<file path="src/bfc_pkg.sv">
`default_nettype none
// ----------------------------------------------------------------------------
// bfc_pkg
// Shared codes, sizes and the standard initial P and S tables for the
// Blowfish block cipher unit.
// ----------------------------------------------------------------------------
package bfc_pkg;

	// Feistel rounds and P array size. The initial tables below cover exactly
	// this round count, so it is fixed here.
	localparam int ROUNDS  = 16;
	localparam int P_WORDS = ROUNDS + 2;
	localparam int RND_W   = $clog2(ROUNDS);
	localparam int PIDX_W  = $clog2(P_WORDS);

	// Default key store depth.
	localparam int MAX_KEY_BYTES_DEF = 56;

	// Input commands (tuser on the slave side).
	localparam logic [1:0] CMD_KEY = 2'd0;
	localparam logic [1:0] CMD_ENC = 2'd1;
	localparam logic [1:0] CMD_DEC = 2'd2;

	// Result status codes (tuser on the master side).
	localparam logic [1:0] RES_BLOCK   = 2'd0;
	localparam logic [1:0] RES_KEY_OK  = 2'd1;
	localparam logic [1:0] RES_KEY_BAD = 2'd2;

	// Request from the sequencer to the key buffer.
	typedef struct packed {
		logic       push;
		logic       clear;
		logic [7:0] data;
	} kb_req_t;

	localparam logic [31:0] PI_P [0:P_WORDS-1] = '{
		32'h243F6A88, 32'h85A308D3, 32'h13198A2E, 32'h03707344,
		32'hA4093822, 32'h299F31D0, 32'h082EFA98, 32'hEC4E6C89,
		32'h452821E6, 32'h38D01377, 32'hBE5466CF, 32'h34E90C6C,
		32'hC0AC29B7, 32'hC97C50DD, 32'h3F84D5B5, 32'hB5470917,
		32'h9216D5D9, 32'h8979FB1B
	};

	localparam logic [31:0] SBOX0 [0:255] = '{
		32'hD1310BA6, 32'h98DFB5AC, 32'h2FFD72DB, 32'hD01ADFB7,
		32'hB8E1AFED, 32'h6A267E96, 32'hBA7C9045, 32'hF12C7F99,
		32'h24A19947, 32'hB3916CF7, 32'h0801F2E2, 32'h858EFC16,
		32'h636920D8, 32'h71574E69, 32'hA458FEA3, 32'hF4933D7E,
		32'h0D95748F, 32'h728EB658, 32'h718BCD58, 32'h82154AEE,
		32'h7B54A41D, 32'hC25A59B5, 32'h9C30D539, 32'h2AF26013,
		32'hC5D1B023, 32'h286085F0, 32'hCA417918, 32'hB8DB38EF,
		32'h8E79DCB0, 32'h603A180E, 32'h6C9E0E8B, 32'hB01E8A3E,
		32'hD71577C1, 32'hBD314B27, 32'h78AF2FDA, 32'h55605C60,
		32'hE65525F3, 32'hAA55AB94, 32'h57489862, 32'h63E81440,
		32'h55CA396A, 32'h2AAB10B6, 32'hB4CC5C34, 32'h1141E8CE,
		32'hA15486AF, 32'h7C72E993, 32'hB3EE1411, 32'h636FBC2A,
		32'h2BA9C55D, 32'h741831F6, 32'hCE5C3E16, 32'h9B87931E,
		32'hAFD6BA33, 32'h6C24CF5C, 32'h7A325381, 32'h28958677,
		32'h3B8F4898, 32'h6B4BB9AF, 32'hC4BFE81B, 32'h66282193,
		32'h61D809CC, 32'hFB21A991, 32'h487CAC60, 32'h5DEC8032,
		32'hEF845D5D, 32'hE98575B1, 32'hDC262302, 32'hEB651B88,
		32'h23893E81, 32'hD396ACC5, 32'h0F6D6FF3, 32'h83F44239,
		32'h2E0B4482, 32'hA4842004, 32'h69C8F04A, 32'h9E1F9B5E,
		32'h21C66842, 32'hF6E96C9A, 32'h670C9C61, 32'hABD388F0,
		32'h6A51A0D2, 32'hD8542F68, 32'h960FA728, 32'hAB5133A3,
		32'h6EEF0B6C, 32'h137A3BE4, 32'hBA3BF050, 32'h7EFB2A98,
		32'hA1F1651D, 32'h39AF0176, 32'h66CA593E, 32'h82430E88,
		32'h8CEE8619, 32'h456F9FB4, 32'h7D84A5C3, 32'h3B8B5EBE,
		32'hE06F75D8, 32'h85C12073, 32'h401A449F, 32'h56C16AA6,
		32'h4ED3AA62, 32'h363F7706, 32'h1BFEDF72, 32'h429B023D,
		32'h37D0D724, 32'hD00A1248, 32'hDB0FEAD3, 32'h49F1C09B,
		32'h075372C9, 32'h80991B7B, 32'h25D479D8, 32'hF6E8DEF7,
		32'hE3FE501A, 32'hB6794C3B, 32'h976CE0BD, 32'h04C006BA,
		32'hC1A94FB6, 32'h409F60C4, 32'h5E5C9EC2, 32'h196A2463,
		32'h68FB6FAF, 32'h3E6C53B5, 32'h1339B2EB, 32'h3B52EC6F,
		32'h6DFC511F, 32'h9B30952C, 32'hCC814544, 32'hAF5EBD09,
		32'hBEE3D004, 32'hDE334AFD, 32'h660F2807, 32'h192E4BB3,
		32'hC0CBA857, 32'h45C8740F, 32'hD20B5F39, 32'hB9D3FBDB,
		32'h5579C0BD, 32'h1A60320A, 32'hD6A100C6, 32'h402C7279,
		32'h679F25FE, 32'hFB1FA3CC, 32'h8EA5E9F8, 32'hDB3222F8,
		32'h3C7516DF, 32'hFD616B15, 32'h2F501EC8, 32'hAD0552AB,
		32'h323DB5FA, 32'hFD238760, 32'h53317B48, 32'h3E00DF82,
		32'h9E5C57BB, 32'hCA6F8CA0, 32'h1A87562E, 32'hDF1769DB,
		32'hD542A8F6, 32'h287EFFC3, 32'hAC6732C6, 32'h8C4F5573,
		32'h695B27B0, 32'hBBCA58C8, 32'hE1FFA35D, 32'hB8F011A0,
		32'h10FA3D98, 32'hFD2183B8, 32'h4AFCB56C, 32'h2DD1D35B,
		32'h9A53E479, 32'hB6F84565, 32'hD28E49BC, 32'h4BFB9790,
		32'hE1DDF2DA, 32'hA4CB7E33, 32'h62FB1341, 32'hCEE4C6E8,
		32'hEF20CADA, 32'h36774C01, 32'hD07E9EFE, 32'h2BF11FB4,
		32'h95DBDA4D, 32'hAE909198, 32'hEAAD8E71, 32'h6B93D5A0,
		32'hD08ED1D0, 32'hAFC725E0, 32'h8E3C5B2F, 32'h8E7594B7,
		32'h8FF6E2FB, 32'hF2122B64, 32'h8888B812, 32'h900DF01C,
		32'h4FAD5EA0, 32'h688FC31C, 32'hD1CFF191, 32'hB3A8C1AD,
		32'h2F2F2218, 32'hBE0E1777, 32'hEA752DFE, 32'h8B021FA1,
		32'hE5A0CC0F, 32'hB56F74E8, 32'h18ACF3D6, 32'hCE89E299,
		32'hB4A84FE0, 32'hFD13E0B7, 32'h7CC43B81, 32'hD2ADA8D9,
		32'h165FA266, 32'h80957705, 32'h93CC7314, 32'h211A1477,
		32'hE6AD2065, 32'h77B5FA86, 32'hC75442F5, 32'hFB9D35CF,
		32'hEBCDAF0C, 32'h7B3E89A0, 32'hD6411BD3, 32'hAE1E7E49,
		32'h00250E2D, 32'h2071B35E, 32'h226800BB, 32'h57B8E0AF,
		32'h2464369B, 32'hF009B91E, 32'h5563911D, 32'h59DFA6AA,
		32'h78C14389, 32'hD95A537F, 32'h207D5BA2, 32'h02E5B9C5,
		32'h83260376, 32'h6295CFA9, 32'h11C81968, 32'h4E734A41,
		32'hB3472DCA, 32'h7B14A94A, 32'h1B510052, 32'h9A532915,
		32'hD60F573F, 32'hBC9BC6E4, 32'h2B60A476, 32'h81E67400,
		32'h08BA6FB5, 32'h571BE91F, 32'hF296EC6B, 32'h2A0DD915,
		32'hB6636521, 32'hE7B9F9B6, 32'hFF34052E, 32'hC5855664,
		32'h53B02D5D, 32'hA99F8FA1, 32'h08BA4799, 32'h6E85076A
	};

	localparam logic [31:0] SBOX1 [0:255] = '{
		32'h4B7A70E9, 32'hB5B32944, 32'hDB75092E, 32'hC4192623,
		32'hAD6EA6B0, 32'h49A7DF7D, 32'h9CEE60B8, 32'h8FEDB266,
		32'hECAA8C71, 32'h699A17FF, 32'h5664526C, 32'hC2B19EE1,
		32'h193602A5, 32'h75094C29, 32'hA0591340, 32'hE4183A3E,
		32'h3F54989A, 32'h5B429D65, 32'h6B8FE4D6, 32'h99F73FD6,
		32'hA1D29C07, 32'hEFE830F5, 32'h4D2D38E6, 32'hF0255DC1,
		32'h4CDD2086, 32'h8470EB26, 32'h6382E9C6, 32'h021ECC5E,
		32'h09686B3F, 32'h3EBAEFC9, 32'h3C971814, 32'h6B6A70A1,
		32'h687F3584, 32'h52A0E286, 32'hB79C5305, 32'hAA500737,
		32'h3E07841C, 32'h7FDEAE5C, 32'h8E7D44EC, 32'h5716F2B8,
		32'hB03ADA37, 32'hF0500C0D, 32'hF01C1F04, 32'h0200B3FF,
		32'hAE0CF51A, 32'h3CB574B2, 32'h25837A58, 32'hDC0921BD,
		32'hD19113F9, 32'h7CA92FF6, 32'h94324773, 32'h22F54701,
		32'h3AE5E581, 32'h37C2DADC, 32'hC8B57634, 32'h9AF3DDA7,
		32'hA9446146, 32'h0FD0030E, 32'hECC8C73E, 32'hA4751E41,
		32'hE238CD99, 32'h3BEA0E2F, 32'h3280BBA1, 32'h183EB331,
		32'h4E548B38, 32'h4F6DB908, 32'h6F420D03, 32'hF60A04BF,
		32'h2CB81290, 32'h24977C79, 32'h5679B072, 32'hBCAF89AF,
		32'hDE9A771F, 32'hD9930810, 32'hB38BAE12, 32'hDCCF3F2E,
		32'h5512721F, 32'h2E6B7124, 32'h501ADDE6, 32'h9F84CD87,
		32'h7A584718, 32'h7408DA17, 32'hBC9F9ABC, 32'hE94B7D8C,
		32'hEC7AEC3A, 32'hDB851DFA, 32'h63094366, 32'hC464C3D2,
		32'hEF1C1847, 32'h3215D908, 32'hDD433B37, 32'h24C2BA16,
		32'h12A14D43, 32'h2A65C451, 32'h50940002, 32'h133AE4DD,
		32'h71DFF89E, 32'h10314E55, 32'h81AC77D6, 32'h5F11199B,
		32'h043556F1, 32'hD7A3C76B, 32'h3C11183B, 32'h5924A509,
		32'hF28FE6ED, 32'h97F1FBFA, 32'h9EBABF2C, 32'h1E153C6E,
		32'h86E34570, 32'hEAE96FB1, 32'h860E5E0A, 32'h5A3E2AB3,
		32'h771FE71C, 32'h4E3D06FA, 32'h2965DCB9, 32'h99E71D0F,
		32'h803E89D6, 32'h5266C825, 32'h2E4CC978, 32'h9C10B36A,
		32'hC6150EBA, 32'h94E2EA78, 32'hA5FC3C53, 32'h1E0A2DF4,
		32'hF2F74EA7, 32'h361D2B3D, 32'h1939260F, 32'h19C27960,
		32'h5223A708, 32'hF71312B6, 32'hEBADFE6E, 32'hEAC31F66,
		32'hE3BC4595, 32'hA67BC883, 32'hB17F37D1, 32'h018CFF28,
		32'hC332DDEF, 32'hBE6C5AA5, 32'h65582185, 32'h68AB9802,
		32'hEECEA50F, 32'hDB2F953B, 32'h2AEF7DAD, 32'h5B6E2F84,
		32'h1521B628, 32'h29076170, 32'hECDD4775, 32'h619F1510,
		32'h13CCA830, 32'hEB61BD96, 32'h0334FE1E, 32'hAA0363CF,
		32'hB5735C90, 32'h4C70A239, 32'hD59E9E0B, 32'hCBAADE14,
		32'hEECC86BC, 32'h60622CA7, 32'h9CAB5CAB, 32'hB2F3846E,
		32'h648B1EAF, 32'h19BDF0CA, 32'hA02369B9, 32'h655ABB50,
		32'h40685A32, 32'h3C2AB4B3, 32'h319EE9D5, 32'hC021B8F7,
		32'h9B540B19, 32'h875FA099, 32'h95F7997E, 32'h623D7DA8,
		32'hF837889A, 32'h97E32D77, 32'h11ED935F, 32'h16681281,
		32'h0E358829, 32'hC7E61FD6, 32'h96DEDFA1, 32'h7858BA99,
		32'h57F584A5, 32'h1B227263, 32'h9B83C3FF, 32'h1AC24696,
		32'hCDB30AEB, 32'h532E3054, 32'h8FD948E4, 32'h6DBC3128,
		32'h58EBF2EF, 32'h34C6FFEA, 32'hFE28ED61, 32'hEE7C3C73,
		32'h5D4A14D9, 32'hE864B7E3, 32'h42105D14, 32'h203E13E0,
		32'h45EEE2B6, 32'hA3AAABEA, 32'hDB6C4F15, 32'hFACB4FD0,
		32'hC742F442, 32'hEF6ABBB5, 32'h654F3B1D, 32'h41CD2105,
		32'hD81E799E, 32'h86854DC7, 32'hE44B476A, 32'h3D816250,
		32'hCF62A1F2, 32'h5B8D2646, 32'hFC8883A0, 32'hC1C7B6A3,
		32'h7F1524C3, 32'h69CB7492, 32'h47848A0B, 32'h5692B285,
		32'h095BBF00, 32'hAD19489D, 32'h1462B174, 32'h23820E00,
		32'h58428D2A, 32'h0C55F5EA, 32'h1DADF43E, 32'h233F7061,
		32'h3372F092, 32'h8D937E41, 32'hD65FECF1, 32'h6C223BDB,
		32'h7CDE3759, 32'hCBEE7460, 32'h4085F2A7, 32'hCE77326E,
		32'hA6078084, 32'h19F8509E, 32'hE8EFD855, 32'h61D99735,
		32'hA969A7AA, 32'hC50C06C2, 32'h5A04ABFC, 32'h800BCADC,
		32'h9E447A2E, 32'hC3453484, 32'hFDD56705, 32'h0E1E9EC9,
		32'hDB73DBD3, 32'h105588CD, 32'h675FDA79, 32'hE3674340,
		32'hC5C43465, 32'h713E38D8, 32'h3D28F89E, 32'hF16DFF20,
		32'h153E21E7, 32'h8FB03D4A, 32'hE6E39F2B, 32'hDB83ADF7
	};

	localparam logic [31:0] SBOX2 [0:255] = '{
		32'hE93D5A68, 32'h948140F7, 32'hF64C261C, 32'h94692934,
		32'h411520F7, 32'h7602D4F7, 32'hBCF46B2E, 32'hD4A20068,
		32'hD4082471, 32'h3320F46A, 32'h43B7D4B7, 32'h500061AF,
		32'h1E39F62E, 32'h97244546, 32'h14214F74, 32'hBF8B8840,
		32'h4D95FC1D, 32'h96B591AF, 32'h70F4DDD3, 32'h66A02F45,
		32'hBFBC09EC, 32'h03BD9785, 32'h7FAC6DD0, 32'h31CB8504,
		32'h96EB27B3, 32'h55FD3941, 32'hDA2547E6, 32'hABCA0A9A,
		32'h28507825, 32'h530429F4, 32'h0A2C86DA, 32'hE9B66DFB,
		32'h68DC1462, 32'hD7486900, 32'h680EC0A4, 32'h27A18DEE,
		32'h4F3FFEA2, 32'hE887AD8C, 32'hB58CE006, 32'h7AF4D6B6,
		32'hAACE1E7C, 32'hD3375FEC, 32'hCE78A399, 32'h406B2A42,
		32'h20FE9E35, 32'hD9F385B9, 32'hEE39D7AB, 32'h3B124E8B,
		32'h1DC9FAF7, 32'h4B6D1856, 32'h26A36631, 32'hEAE397B2,
		32'h3A6EFA74, 32'hDD5B4332, 32'h6841E7F7, 32'hCA7820FB,
		32'hFB0AF54E, 32'hD8FEB397, 32'h454056AC, 32'hBA489527,
		32'h55533A3A, 32'h20838D87, 32'hFE6BA9B7, 32'hD096954B,
		32'h55A867BC, 32'hA1159A58, 32'hCCA92963, 32'h99E1DB33,
		32'hA62A4A56, 32'h3F3125F9, 32'h5EF47E1C, 32'h9029317C,
		32'hFDF8E802, 32'h04272F70, 32'h80BB155C, 32'h05282CE3,
		32'h95C11548, 32'hE4C66D22, 32'h48C1133F, 32'hC70F86DC,
		32'h07F9C9EE, 32'h41041F0F, 32'h404779A4, 32'h5D886E17,
		32'h325F51EB, 32'hD59BC0D1, 32'hF2BCC18F, 32'h41113564,
		32'h257B7834, 32'h602A9C60, 32'hDFF8E8A3, 32'h1F636C1B,
		32'h0E12B4C2, 32'h02E1329E, 32'hAF664FD1, 32'hCAD18115,
		32'h6B2395E0, 32'h333E92E1, 32'h3B240B62, 32'hEEBEB922,
		32'h85B2A20E, 32'hE6BA0D99, 32'hDE720C8C, 32'h2DA2F728,
		32'hD0127845, 32'h95B794FD, 32'h647D0862, 32'hE7CCF5F0,
		32'h5449A36F, 32'h877D48FA, 32'hC39DFD27, 32'hF33E8D1E,
		32'h0A476341, 32'h992EFF74, 32'h3A6F6EAB, 32'hF4F8FD37,
		32'hA812DC60, 32'hA1EBDDF8, 32'h991BE14C, 32'hDB6E6B0D,
		32'hC67B5510, 32'h6D672C37, 32'h2765D43B, 32'hDCD0E804,
		32'hF1290DC7, 32'hCC00FFA3, 32'hB5390F92, 32'h690FED0B,
		32'h667B9FFB, 32'hCEDB7D9C, 32'hA091CF0B, 32'hD9155EA3,
		32'hBB132F88, 32'h515BAD24, 32'h7B9479BF, 32'h763BD6EB,
		32'h37392EB3, 32'hCC115979, 32'h8026E297, 32'hF42E312D,
		32'h6842ADA7, 32'hC66A2B3B, 32'h12754CCC, 32'h782EF11C,
		32'h6A124237, 32'hB79251E7, 32'h06A1BBE6, 32'h4BFB6350,
		32'h1A6B1018, 32'h11CAEDFA, 32'h3D25BDD8, 32'hE2E1C3C9,
		32'h44421659, 32'h0A121386, 32'hD90CEC6E, 32'hD5ABEA2A,
		32'h64AF674E, 32'hDA86A85F, 32'hBEBFE988, 32'h64E4C3FE,
		32'h9DBC8057, 32'hF0F7C086, 32'h60787BF8, 32'h6003604D,
		32'hD1FD8346, 32'hF6381FB0, 32'h7745AE04, 32'hD736FCCC,
		32'h83426B33, 32'hF01EAB71, 32'hB0804187, 32'h3C005E5F,
		32'h77A057BE, 32'hBDE8AE24, 32'h55464299, 32'hBF582E61,
		32'h4E58F48F, 32'hF2DDFDA2, 32'hF474EF38, 32'h8789BDC2,
		32'h5366F9C3, 32'hC8B38E74, 32'hB475F255, 32'h46FCD9B9,
		32'h7AEB2661, 32'h8B1DDF84, 32'h846A0E79, 32'h915F95E2,
		32'h466E598E, 32'h20B45770, 32'h8CD55591, 32'hC902DE4C,
		32'hB90BACE1, 32'hBB8205D0, 32'h11A86248, 32'h7574A99E,
		32'hB77F19B6, 32'hE0A9DC09, 32'h662D09A1, 32'hC4324633,
		32'hE85A1F02, 32'h09F0BE8C, 32'h4A99A025, 32'h1D6EFE10,
		32'h1AB93D1D, 32'h0BA5A4DF, 32'hA186F20F, 32'h2868F169,
		32'hDCB7DA83, 32'h573906FE, 32'hA1E2CE9B, 32'h4FCD7F52,
		32'h50115E01, 32'hA70683FA, 32'hA002B5C4, 32'h0DE6D027,
		32'h9AF88C27, 32'h773F8641, 32'hC3604C06, 32'h61A806B5,
		32'hF0177A28, 32'hC0F586E0, 32'h006058AA, 32'h30DC7D62,
		32'h11E69ED7, 32'h2338EA63, 32'h53C2DD94, 32'hC2C21634,
		32'hBBCBEE56, 32'h90BCB6DE, 32'hEBFC7DA1, 32'hCE591D76,
		32'h6F05E409, 32'h4B7C0188, 32'h39720A3D, 32'h7C927C24,
		32'h86E3725F, 32'h724D9DB9, 32'h1AC15BB4, 32'hD39EB8FC,
		32'hED545578, 32'h08FCA5B5, 32'hD83D7CD3, 32'h4DAD0FC4,
		32'h1E50EF5E, 32'hB161E6F8, 32'hA28514D9, 32'h6C51133C,
		32'h6FD5C7E7, 32'h56E14EC4, 32'h362ABFCE, 32'hDDC6C837,
		32'hD79A3234, 32'h92638212, 32'h670EFA8E, 32'h406000E0
	};

	localparam logic [31:0] SBOX3 [0:255] = '{
		32'h3A39CE37, 32'hD3FAF5CF, 32'hABC27737, 32'h5AC52D1B,
		32'h5CB0679E, 32'h4FA33742, 32'hD3822740, 32'h99BC9BBE,
		32'hD5118E9D, 32'hBF0F7315, 32'hD62D1C7E, 32'hC700C47B,
		32'hB78C1B6B, 32'h21A19045, 32'hB26EB1BE, 32'h6A366EB4,
		32'h5748AB2F, 32'hBC946E79, 32'hC6A376D2, 32'h6549C2C8,
		32'h530FF8EE, 32'h468DDE7D, 32'hD5730A1D, 32'h4CD04DC6,
		32'h2939BBDB, 32'hA9BA4650, 32'hAC9526E8, 32'hBE5EE304,
		32'hA1FAD5F0, 32'h6A2D519A, 32'h63EF8CE2, 32'h9A86EE22,
		32'hC089C2B8, 32'h43242EF6, 32'hA51E03AA, 32'h9CF2D0A4,
		32'h83C061BA, 32'h9BE96A4D, 32'h8FE51550, 32'hBA645BD6,
		32'h2826A2F9, 32'hA73A3AE1, 32'h4BA99586, 32'hEF5562E9,
		32'hC72FEFD3, 32'hF752F7DA, 32'h3F046F69, 32'h77FA0A59,
		32'h80E4A915, 32'h87B08601, 32'h9B09E6AD, 32'h3B3EE593,
		32'hE990FD5A, 32'h9E34D797, 32'h2CF0B7D9, 32'h022B8B51,
		32'h96D5AC3A, 32'h017DA67D, 32'hD1CF3ED6, 32'h7C7D2D28,
		32'h1F9F25CF, 32'hADF2B89B, 32'h5AD6B472, 32'h5A88F54C,
		32'hE029AC71, 32'hE019A5E6, 32'h47B0ACFD, 32'hED93FA9B,
		32'hE8D3C48D, 32'h283B57CC, 32'hF8D56629, 32'h79132E28,
		32'h785F0191, 32'hED756055, 32'hF7960E44, 32'hE3D35E8C,
		32'h15056DD4, 32'h88F46DBA, 32'h03A16125, 32'h0564F0BD,
		32'hC3EB9E15, 32'h3C9057A2, 32'h97271AEC, 32'hA93A072A,
		32'h1B3F6D9B, 32'h1E6321F5, 32'hF59C66FB, 32'h26DCF319,
		32'h7533D928, 32'hB155FDF5, 32'h03563482, 32'h8ABA3CBB,
		32'h28517711, 32'hC20AD9F8, 32'hABCC5167, 32'hCCAD925F,
		32'h4DE81751, 32'h3830DC8E, 32'h379D5862, 32'h9320F991,
		32'hEA7A90C2, 32'hFB3E7BCE, 32'h5121CE64, 32'h774FBE32,
		32'hA8B6E37E, 32'hC3293D46, 32'h48DE5369, 32'h6413E680,
		32'hA2AE0810, 32'hDD6DB224, 32'h69852DFD, 32'h09072166,
		32'hB39A460A, 32'h6445C0DD, 32'h586CDECF, 32'h1C20C8AE,
		32'h5BBEF7DD, 32'h1B588D40, 32'hCCD2017F, 32'h6BB4E3BB,
		32'hDDA26A7E, 32'h3A59FF45, 32'h3E350A44, 32'hBCB4CDD5,
		32'h72EACEA8, 32'hFA6484BB, 32'h8D6612AE, 32'hBF3C6F47,
		32'hD29BE463, 32'h542F5D9E, 32'hAEC2771B, 32'hF64E6370,
		32'h740E0D8D, 32'hE75B1357, 32'hF8721671, 32'hAF537D5D,
		32'h4040CB08, 32'h4EB4E2CC, 32'h34D2466A, 32'h0115AF84,
		32'hE1B00428, 32'h95983A1D, 32'h06B89FB4, 32'hCE6EA048,
		32'h6F3F3B82, 32'h3520AB82, 32'h011A1D4B, 32'h277227F8,
		32'h611560B1, 32'hE7933FDC, 32'hBB3A792B, 32'h344525BD,
		32'hA08839E1, 32'h51CE794B, 32'h2F32C9B7, 32'hA01FBAC9,
		32'hE01CC87E, 32'hBCC7D1F6, 32'hCF0111C3, 32'hA1E8AAC7,
		32'h1A908749, 32'hD44FBD9A, 32'hD0DADECB, 32'hD50ADA38,
		32'h0339C32A, 32'hC6913667, 32'h8DF9317C, 32'hE0B12B4F,
		32'hF79E59B7, 32'h43F5BB3A, 32'hF2D519FF, 32'h27D9459C,
		32'hBF97222C, 32'h15E6FC2A, 32'h0F91FC71, 32'h9B941525,
		32'hFAE59361, 32'hCEB69CEB, 32'hC2A86459, 32'h12BAA8D1,
		32'hB6C1075E, 32'hE3056A0C, 32'h10D25065, 32'hCB03A442,
		32'hE0EC6E0E, 32'h1698DB3B, 32'h4C98A0BE, 32'h3278E964,
		32'h9F1F9532, 32'hE0D392DF, 32'hD3A0342B, 32'h8971F21E,
		32'h1B0A7441, 32'h4BA3348C, 32'hC5BE7120, 32'hC37632D8,
		32'hDF359F8D, 32'h9B992F2E, 32'hE60B6F47, 32'h0FE3F11D,
		32'hE54CDA54, 32'h1EDAD891, 32'hCE6279CF, 32'hCD3E7E6F,
		32'h1618B166, 32'hFD2C1D05, 32'h848FD2C5, 32'hF6FB2299,
		32'hF523F357, 32'hA6327623, 32'h93A83531, 32'h56CCCD02,
		32'hACF08162, 32'h5A75EBB5, 32'h6E163697, 32'h88D273CC,
		32'hDE966292, 32'h81B949D0, 32'h4C50901B, 32'h71C65614,
		32'hE6C6C7BD, 32'h327A140A, 32'h45E1D006, 32'hC3F27B9A,
		32'hC9AA53FD, 32'h62A80F00, 32'hBB25BFE2, 32'h35BDD2F6,
		32'h71126905, 32'hB2040222, 32'hB6CBCF7C, 32'hCD769C2B,
		32'h53113EC0, 32'h1640E3D3, 32'h38ABBD60, 32'h2547ADF0,
		32'hBA38209C, 32'hF746CE76, 32'h77AFA1C5, 32'h20756060,
		32'h85CBFE4E, 32'h8AE88DD8, 32'h7AAAF9B0, 32'h4CF9AA7E,
		32'h1948C25C, 32'h02FB8A8C, 32'h01C36AE4, 32'hD6EBE1F9,
		32'h90D4F869, 32'hA65CDEA0, 32'h3F09252D, 32'hC208E69F,
		32'hB74E6132, 32'hCE77E25B, 32'h578FDFE3, 32'h3AC372E6
	};

endpackage : bfc_pkg
`default_nettype wire

</file>
<file path="src/bfc_key_buf.sv">
`default_nettype none
// ----------------------------------------------------------------------------
// bfc_key_buf
// Key byte buffer: collects key bytes into a small memory, counts them and
// flags overflow; gives the bytes back through a registered read port.
// ----------------------------------------------------------------------------
module bfc_key_buf #(
	parameter int MAX_KEY_BYTES = 56,
	parameter int KI_W          = $clog2(MAX_KEY_BYTES),
	parameter int KC_W          = $clog2(MAX_KEY_BYTES + 1)
) (
	input  wire logic            clk,
	input  wire logic            arst_n,
	input  wire bfc_pkg::kb_req_t req,
	input  wire logic [KI_W-1:0] rd_addr,
	output logic      [7:0]      rd_data,
	output logic      [KC_W-1:0] count,
	output logic                 full,
	output logic                 overflow
);
	import bfc_pkg::*;

	logic [7:0]      mem [MAX_KEY_BYTES];
	logic [KC_W-1:0] count_q;
	logic            ovf_q;

	assign full     = (count_q == KC_W'(MAX_KEY_BYTES));
	assign count    = count_q;
	assign overflow = ovf_q;

	always_ff @(posedge clk) begin
		if (req.push && !full) begin
			mem[count_q[KI_W-1:0]] <= req.data;
		end
		rd_data <= mem[rd_addr];
	end

	always_ff @(posedge clk or negedge arst_n) begin
		if (!arst_n) begin
			count_q <= '0;
			ovf_q   <= 1'b0;
		end else if (req.clear) begin
			count_q <= '0;
			ovf_q   <= 1'b0;
		end else if (req.push) begin
			if (full) begin
				ovf_q <= 1'b1;
			end else begin
				count_q <= count_q + KC_W'(1);
			end
		end
	end

endmodule : bfc_key_buf
`default_nettype wire

</file>
<file path="config.mk">
export PLATFORM = sky130hd
export DESIGN_NAME = bfc_key_buf
export DESIGN_NICKNAME = d
export VERILOG_FILES = /design/src/bfc_pkg.sv /design/src/bfc_key_buf.sv
export SDC_FILE = /design/constraint.sdc
export NUM_CORES = 1
export LEC_CHECK = 0
export BUFFER_PORTS_ARGS = -buffer_cell sky130_fd_sc_hd__buf_4
export CORE_ASPECT_RATIO = 0.75
export CORE_MARGIN = 2
export CORE_UTILIZATION = 55
export CTS_BUF_LIST = sky130_fd_sc_hd__clkbuf_8
export CTS_CLUSTER_DIAMETER = 200
export DETAILED_ROUTE_END_ITERATION = 8
export GPL_TIMING_DRIVEN = 0
export PLACE_DENSITY = 0.77
export SLEW_MARGIN = 40
export SYNTH_ARGS = -nofsm -noshare
export SYNTH_HDL_FRONTEND = slang
export SYNTH_SLANG_ARGS = --single-unit
</file>
<file path="constraint.sdc">
create_clock -name clk -period 2.3 [get_ports clk]
set_input_delay 0.345 -clock clk [delete_from_list [all_inputs] [get_ports clk]]
set_output_delay 0.345 -clock clk [all_outputs]
set_load 0.03 [all_outputs]
</file>
---- Word-level counts from Yosys, hierarchy flattened ----
Memories as Yosys holds them, arrays and structs flattened. A register that Yosys moved wholly into a read port is not among the register bits.
Index checks and enable logic that the tools add are counted.
storage, ports and cells
  flip-flop bits (word level) ............. 7
  bits in writable memories ............... 448
  word-level logic and storage cells ...... 20
  memories ................................ 1
operators by class
  add/sub/neg operators ................... 1
  eq/ne operators ......................... 2
  mux-type cells .......................... 8
  reductions and logical operators ........ 6
memory list
  name  words  bits a word  rd ports  clocked after memory_dff  wr ports  line               RTL
  mem   56     8            1         1                         1         bfc_key_buf.sv:23  logic [7:0] mem [MAX_KEY_BYTES];
operators with widths
  kind                 number
  $mux 6               3
  $add 6x1->6 const B  1
  $eq 6x6->1 const B   1
  $mux 1               5
  $reduce_and 2->1     2
  $reduce_bool 2->1    2
  $ne 2x2->1 const B   1
  $logic_and 1x1->1    1
  $logic_not 1->1      1

---- Longest topological paths before layout ----
Gate-level depths: netlist (run 1).
  depth after elaboration ................. 5
  mapped depth ............................ 8

---- Worst setup path before layout (run 1) ----
OpenSTA, ideal clock, no wires.
  kind .................................... reg-to-reg
  start point ............................. register count_q[0], in the netlist count[0]
  end point ............................... memory mem[48][0], enable pin
  library setup time ...................... 370 ps
  arrival time ............................ 2234 ps
  data required time ...................... 1930 ps
  slack ................................... -305 ps
  stages on the path, launching flop included .. 8
  path buffers ............................ 1
  period minus slack after synthesis ...... 2605 ps
  cells stage by stage .................... dfrtp_1 > inv_1 > ha_1 > nand4_1 > o21ai_0 > or4_1 > clkbuf_1 > nor2_1
between the ends
  cells in the longest elaborated chain, start to end .. 5
ends and longest elaborated chain
  element                       line               RTL
  start: declaration            bfc_key_buf.sv:24  logic [KC_W-1:0] count_q;
  start signal: assignment      bfc_key_buf.sv:49  count_q <= count_q + KC_W'(1);
  $eq 6x6->1                    bfc_key_buf.sv:27  assign full = (count_q == KC_W'(MAX_KEY_BYTES));
  $logic_not 1->1               bfc_key_buf.sv:32  if (req.push && !full) begin
  $logic_and 1x1->1             bfc_key_buf.sv:32
  $mux 1                        bfc_key_buf.sv:32
  $mux 1 (implied by the code)  bfc_key_buf.sv:33  mem[count_q[KI_W-1:0]] <= req.data;
  end: declaration              bfc_key_buf.sv:23
Several ways; a longest one is shown, not always the timed one.

---- Worst setup path after layout (run 1) ----
  start point ............................. register count_q[3], in the netlist count[3]
  end point ............................... memory mem[52][1], enable pin
Same word-level chain as after synthesis.

==> results.json, run 1 <==
{
  "fillCellCount": 2084,
  "initial_core_util_pct": 55.6,
  "io_pins": 34,
  "hpwlAfterDp_microns": 23700,
  "grt_pass1_wl_microns": 57000,
  "grt_overflow": 0,
  "dieWidth_microns": 213,
  "drt_first_pass_iters": 6,
  "period_needed_ps": 2300,
  "hold_class": "in2async",
  "htree_num_levels": 3,
  "critPathLaunchType": "flop",
  "finalWirelength_microns": 39400,
  "yosys_warnings": 0,
  "dieArea_sq_um": 34100,
  "wl_per_cell_microns": 26.8,
  "cp.arrival_ps": 2530,
  "path_max_fanout": 10,
  "grt_setup_unrepaired": "true",
  "cts_sinks": 463,
  "maxCapViolCount": 0,
  "synth_edf_count": 448,
  "critPathTopFamily": "simple AND/OR/NAND/NOR gates",
  "status": "complete, no violations",
  "setup-violations-final": 0,
  "cts_root_buffer": "clkbuf_8",
  "cp_data_required_time_ps": 2540,
  "fmaxAchievable_mhz": 435,
  "port_buffers": 28,
  "clk_latency_ps": 620,
  "ys_seq_area_share_pct": 76.9,
  "path_cells": "clkbuf_2, nand3b_1, nor2_2",
  "synth_flop_cell": "edfxtp_1",
  "endpoint_kind": "flop",
  "avgSynthCellArea_sq_um": 21.3,
  "via_per_inst": 6.20,
  "hold_viol_final": 0,
  "core_area_sq_um": 32200,
  "grt_usage_pct": 23.5,
  "die_h_microns": 160,
  "antenna_left": 0,
  "syn_area_sq_um": 17900,
  "cts_buffers": 69,
  "antenna_found_initial": 0,
  "worst-path-buf-inv": 1,
  "holdWs_ps": 103,
  "worstSetupPathType": "reg2reg",
  "synth_seq_cells": 463,
  "clockBufferDepth": 3,
  "setup-tns-final_ps": 0,
  "clk_pin_slew_worst_paths_ps": 60,
  "layout-drive-gt1-share_pct": 34.5,
  "synth_cell_types": 37,
  "cts_tree": "yes",
  "first_iter_violations": 1070,
  "first_global_vias": 9031,
  "synth_nets": 862,
  "antenna_cells": 0,
  "skew_ps": 40.0,
  "async_flop_share_pct": 1.51,
  "gp_congestion": 0.968,
  "cp_slowest_cell": "nand3b_1",
  "final_cell_mix": "edfxtp_1 (448), mux4_2 (106), clkbuf_8 (74), mux2i_1 (58), buf_4 (51)",
  "drc": 0,
  "vias": 9101,
  "final_common_cell": "edfxtp_1",
  "fin_nets": 996,
  "relSlewSlack_pct": 34.7,
  "irDropWorstVdd_uv": 588,
  "fin_crit_sh_pct": 99.8,
  "worst_pin_slew_ps": 980,
  "powerDensity_nw_per_um2": 778,
  "area_growth_pct": 16.3,
  "grt_max_degree": 57,
  "power_leakage_uw": 0.00672,
  "slew_viol_final": 0,
  "crit_path_max_incr_delay_ps": 650,
  "rows": 57,
  "synthCells": 842
}
## flip-flops by register name, indices dropped and copies added, names as in the netlist
register  cells
mem         448
rd_data       8
count         6
overflow      1
## final timing paths
check                          from    endpoint  slack (ps)  cells past startpoint
setup / recovery           count[3]  mem[52][1]           4                      3
hold / removal               arst_n    overflow         100                      2
setup reg to reg           count[3]  mem[52][1]           4                      3
hold reg to reg            overflow    overflow         540                      2
max in group asynchronous    arst_n    count[4]        2060                      2
min in group clk             req[1]  mem[48][1]         250                      1
## synthesized netlist by cell type, drive strengths merged, types with 2 or more instances
master | number | area share [%]
o22a | 7 | 0.34
mux4 | 106 | 13
or3b | 2 | 0.098
a221oi | 7 | 0.34
dfrtp | 7 | 0.98
or4 | 2 | 0.084
inv | 2 | 0.042
o211ai | 2 | 0.084
nand3b | 5 | 0.21
mux2 | 2 | 0.13
a22oi | 7 | 0.29
nor3b | 2 | 0.084
buf | 30 | 0.85
nand2 | 10 | 0.21
mux2i | 58 | 3.2
xor2 | 3 | 0.15
o2111ai | 7 | 0.34
nand4 | 7 | 0.24
nor2b | 2 | 0.070
or3 | 3 | 0.10
ha | 2 | 0.14
nand3 | 2 | 0.056
nor2 | 69 | 1.4
clkbuf | 20 | 0.42
edfxtp | 448 | 75
a21oi | 8 | 0.22
a22o | 7 | 0.34
dfxtp | 8 | 0.89
## through the flow
| stage | utilization (%) | setup slack (ps) | cells | cell area, sq um | power (uW) |
|---|---|---|---|---|---|
| 2_1_floorplan | - | 5.37 | 842 | 18100 | 10000 |
| 3_3_place_gp | 58.4 | -695 | 1312 | 18800 | 10400 |
| 3_5_place_dp | 58.4 | -751 | 1312 | 18800 | 10400 |
| 4_1_cts | 64.0 | -351 | 1458 | 20600 | 16200 |
| 5_1_grt | 64.7 | -84.6 | 1468 | 20900 | 16700 |
| 6_report | 64.7 | 3.77 | 1468 | 20900 | 16200 |
## layer usage
| layer | share of wire, % | global-route usage (%) | vias to the layer above |
|---|---|---|---|
| met3 | 11 | 7.12 | 90 |
| li1 | - | - | 3783 |
| met4 | 3.1 | 8.68 | 0 |
| met1 | 41 | 34.9 | 4723 |
| met5 | 0 | 0 | - |
| met2 | 45 | 33.2 | 505 |
## power breakdown
part	switching [uW]	internal [uW]
sequential	15.6	9290
clock	3040	2930
combinational	604	356
total	3650	12600
## final cells by class
| class | count | area, sq um | share of cell area [%] |
|---|---|---|---|
| Buffer | 44 | 244 | 1.17 |
| Inverter | 3 | 11.3 | 0.0540 |
| Sequential cell | 463 | 13800 | 66.1 |
| Clock buffer | 73 | 1000 | 4.82 |
| Clock inverter | 48 | 193 | 0.924 |
| Tap cell | 442 | 553 | 2.65 |
| Timing Repair Buffer | 69 | 756 | 3.62 |
| Multi-Input combinational cell | 326 | 4300 | 20.6 |
## repair_timing
action                                  CTS  global route
hold buffers                              2             0
endpoints found under the setup margin  456           237
setup buffers                            28            11
pin swaps                                12            14
hold endpoints to repair                 14             0
resized for setup                        75            20
## worst reg2reg max path, cell delays in order, from the launching register on
cell      delay, ps
dfrtp_1         400
clkbuf_2        230
nand3b_1        650
nor2_2          650
## cell families after synthesis
| logic type | after synthesis | synth area share [%] |
|---|---|---|
| AOI/OAI and AO/OA | 50 | 2.19 |
| buffers and inverters | 53 | 1.33 |
| and+or+nand+nor | 104 | 2.60 |
| xor gates and xnor gates | 4 | 0.195 |
| muxes | 166 | 16.7 |
| DFF | 463 | 76.9 |
| adders and majority gates | 2 | 0.139 |
Power figures use the tool's default switching activity.
==> inputs of run 2 (changes only) <==
--- a/config.mk
+++ b/config.mk
@@ -13,7 +13,7 @@
 export CTS_CLUSTER_DIAMETER = 200
 export DETAILED_ROUTE_END_ITERATION = 8
 export GPL_TIMING_DRIVEN = 0
-export PLACE_DENSITY = 0.77
+export PLACE_DENSITY = 0.79
 export SLEW_MARGIN = 40
 export SYNTH_ARGS = -nofsm -noshare
 export SYNTH_HDL_FRONTEND = slang
==> results.json, run 2 (synthesized netlist as in run 1, its figures left out) <==
{
  "status": "finished with violations",
  "failed_checks": "setup timing",
  "critPathLaunchType": "flop",
  "path_max_fanout": 10,
  "pwr-share-clk_pct": 37.5,
  "period_needed_ps": 2340,
  "initial_core_util_pct": 55.6,
  "die_h_microns": 160,
  "htree_num_levels": 3,
  "clk_pin_slew_worst_paths_ps": 60,
  "power_leakage_uw": 0.00669,
  "grt_pass1_wl_microns": 57200,
  "gp_congestion": 0.887,
  "setup-violations-final": 32,
  "grt_usage_pct": 23.5,
  "maxCapViolCount": 0,
  "final_cell_mix": "edfxtp_1 (448), mux4_2 (106), clkbuf_8 (72), mux2i_1 (58), buf_4 (52)",
  "grt_overflow": 0,
  "endpoint_kind": "flop",
  "cts_root_buffer": "clkbuf_8",
  "drt_first_pass_iters": 5,
  "rows": 57,
  "powerDensity_nw_per_um2": 792,
  "area_growth_pct": 15.6,
  "cp_data_required_time_ps": 2540,
  "drc": 0,
  "fmaxAchievable_mhz": 428,
  "skew_ps": 31.6,
  "clockBufferDepth": 3,
  "dp_cells": 1312,
  "pwr-share-seq_pct": 56.7,
  "clk_latency_ps": 600,
  "hold_class": "in2async",
  "worst_pin_slew_ps": 976,
  "comb_power_share_pct": 5.9,
  "io_pins": 34,
  "setup-tns-final_ps": -578,
  "instances_no_fill": 1460,
  "p_sw_share_pct": 22.2,
  "relSlewSlack_pct": 34.7,
  "vias": 9191,
  "fin_crit_sh_pct": 102,
  "p_sw_uw": 3640,
  "antenna_cells": 0,
  "largest_reg_flops": 448,
  "grt_setup_unrepaired": "true",
  "core_area_sq_um": 32200,
  "post-route-util_pct": 64.3,
  "cts_sinks": 463,
  "antenna_found_initial": 0,
  "cts_buffers": 67,
  "layout-drive-gt1-share_pct": 34.3,
  "first_global_vias": 9017,
  "irDropWorstVdd_uv": 619,
  "cts_tree": "yes",
  "final_common_cell": "edfxtp_1",
  "fin_nets": 986,
  "cp.arrival_ps": 2570,
  "holdWs_ps": 103,
  "grt_max_degree": 57,
  "dieArea_sq_um": 34100,
  "worst_slack_ps": -35.3,
  "wl_per_cell_microns": 26.7,
  "dieWidth_microns": 213,
  "hpwlAfterDp_microns": 23500,
  "fillCellCount": 2073,
  "finalWirelength_microns": 39000,
  "port_buffers": 28,
  "hold_viol_final": 0,
  "totalPowerFinal_uw": 16400,
  "antenna_left": 0,
  "internal_power_uw": 12800,
  "via_per_inst": 6.30,
  "first_iter_violations": 1223,
  "slew_viol_final": 0,
  "worstSetupPathType": "reg2reg"
}
## run 2: path summary, 6_finish.rpt
path,from,end,slack (ps),cells after the start
min reg2reg,overflow,overflow,510,2
min in group clk,req[9],overflow,190,3
max reg2reg,count[3],mem[20][0],-40,4
max,count[3],mem[20][0],-40,4
min,arst_n,overflow,100,2
max in group asynchronous,arst_n,count[0],2060,2
## run 2: final cells by class
class	count	area, sq um	area share [%]
clock buffer	72	991	4.78
clock inverter	49	265	1.28
sequential	463	13800	66.5
tap	442	553	2.67
inverter	3	11.3	0.0543
timing repair buffer	60	581	2.80
buffer	45	244	1.18
multi-input combinational	326	4300	20.7
## run 2: power groups by stage
stage / logic (uW) / registers, uW / clock network, uW
final: 963 / 9310 / 6150
after detailed placement: 895 / 9490 / 0
after floorplan: 476 / 9530 / 0
after global routing: 1010 / 9310 / 6610
after global placement: 878 / 9490 / 0
after CTS: 939 / 9310 / 6220
## run 2: per-stage QoR
stage               cell area [sq um]  setup slack, ps
floorplan                       18100             5.37
global placement                18800             -724
detailed placement              18800             -764
CTS                             20600            -46.5
global route                    20700             -129
finish                          20700            -35.3
## run 2: repair_timing
item,CTS,global route
buffers inserted,23,7
pin swaps,18,4
endpoints found under the hold margin,14,0
hold buffers,2,0
resized for setup,72,21
endpoints found under the setup margin,456,282
## run 2: layer usage
| metal | global-route usage [%] | wire, microns | share of wire [%] |
|---|---|---|---|
| met1 | 36.5 | 16100 | 41 |
| met2 | 32.9 | 17400 | 45 |
| met3 | 5.69 | 4290 | 11 |
| met4 | 8.11 | 1220 | 3.1 |
| met5 | 0 | 0 | 0 |
## run 2: critical path: stages (launching register included)
cell and delay (ps):
dfrtp_1 410, buf_2 210, or3b_2 500, clkbuf_1 340
nor2_2 500
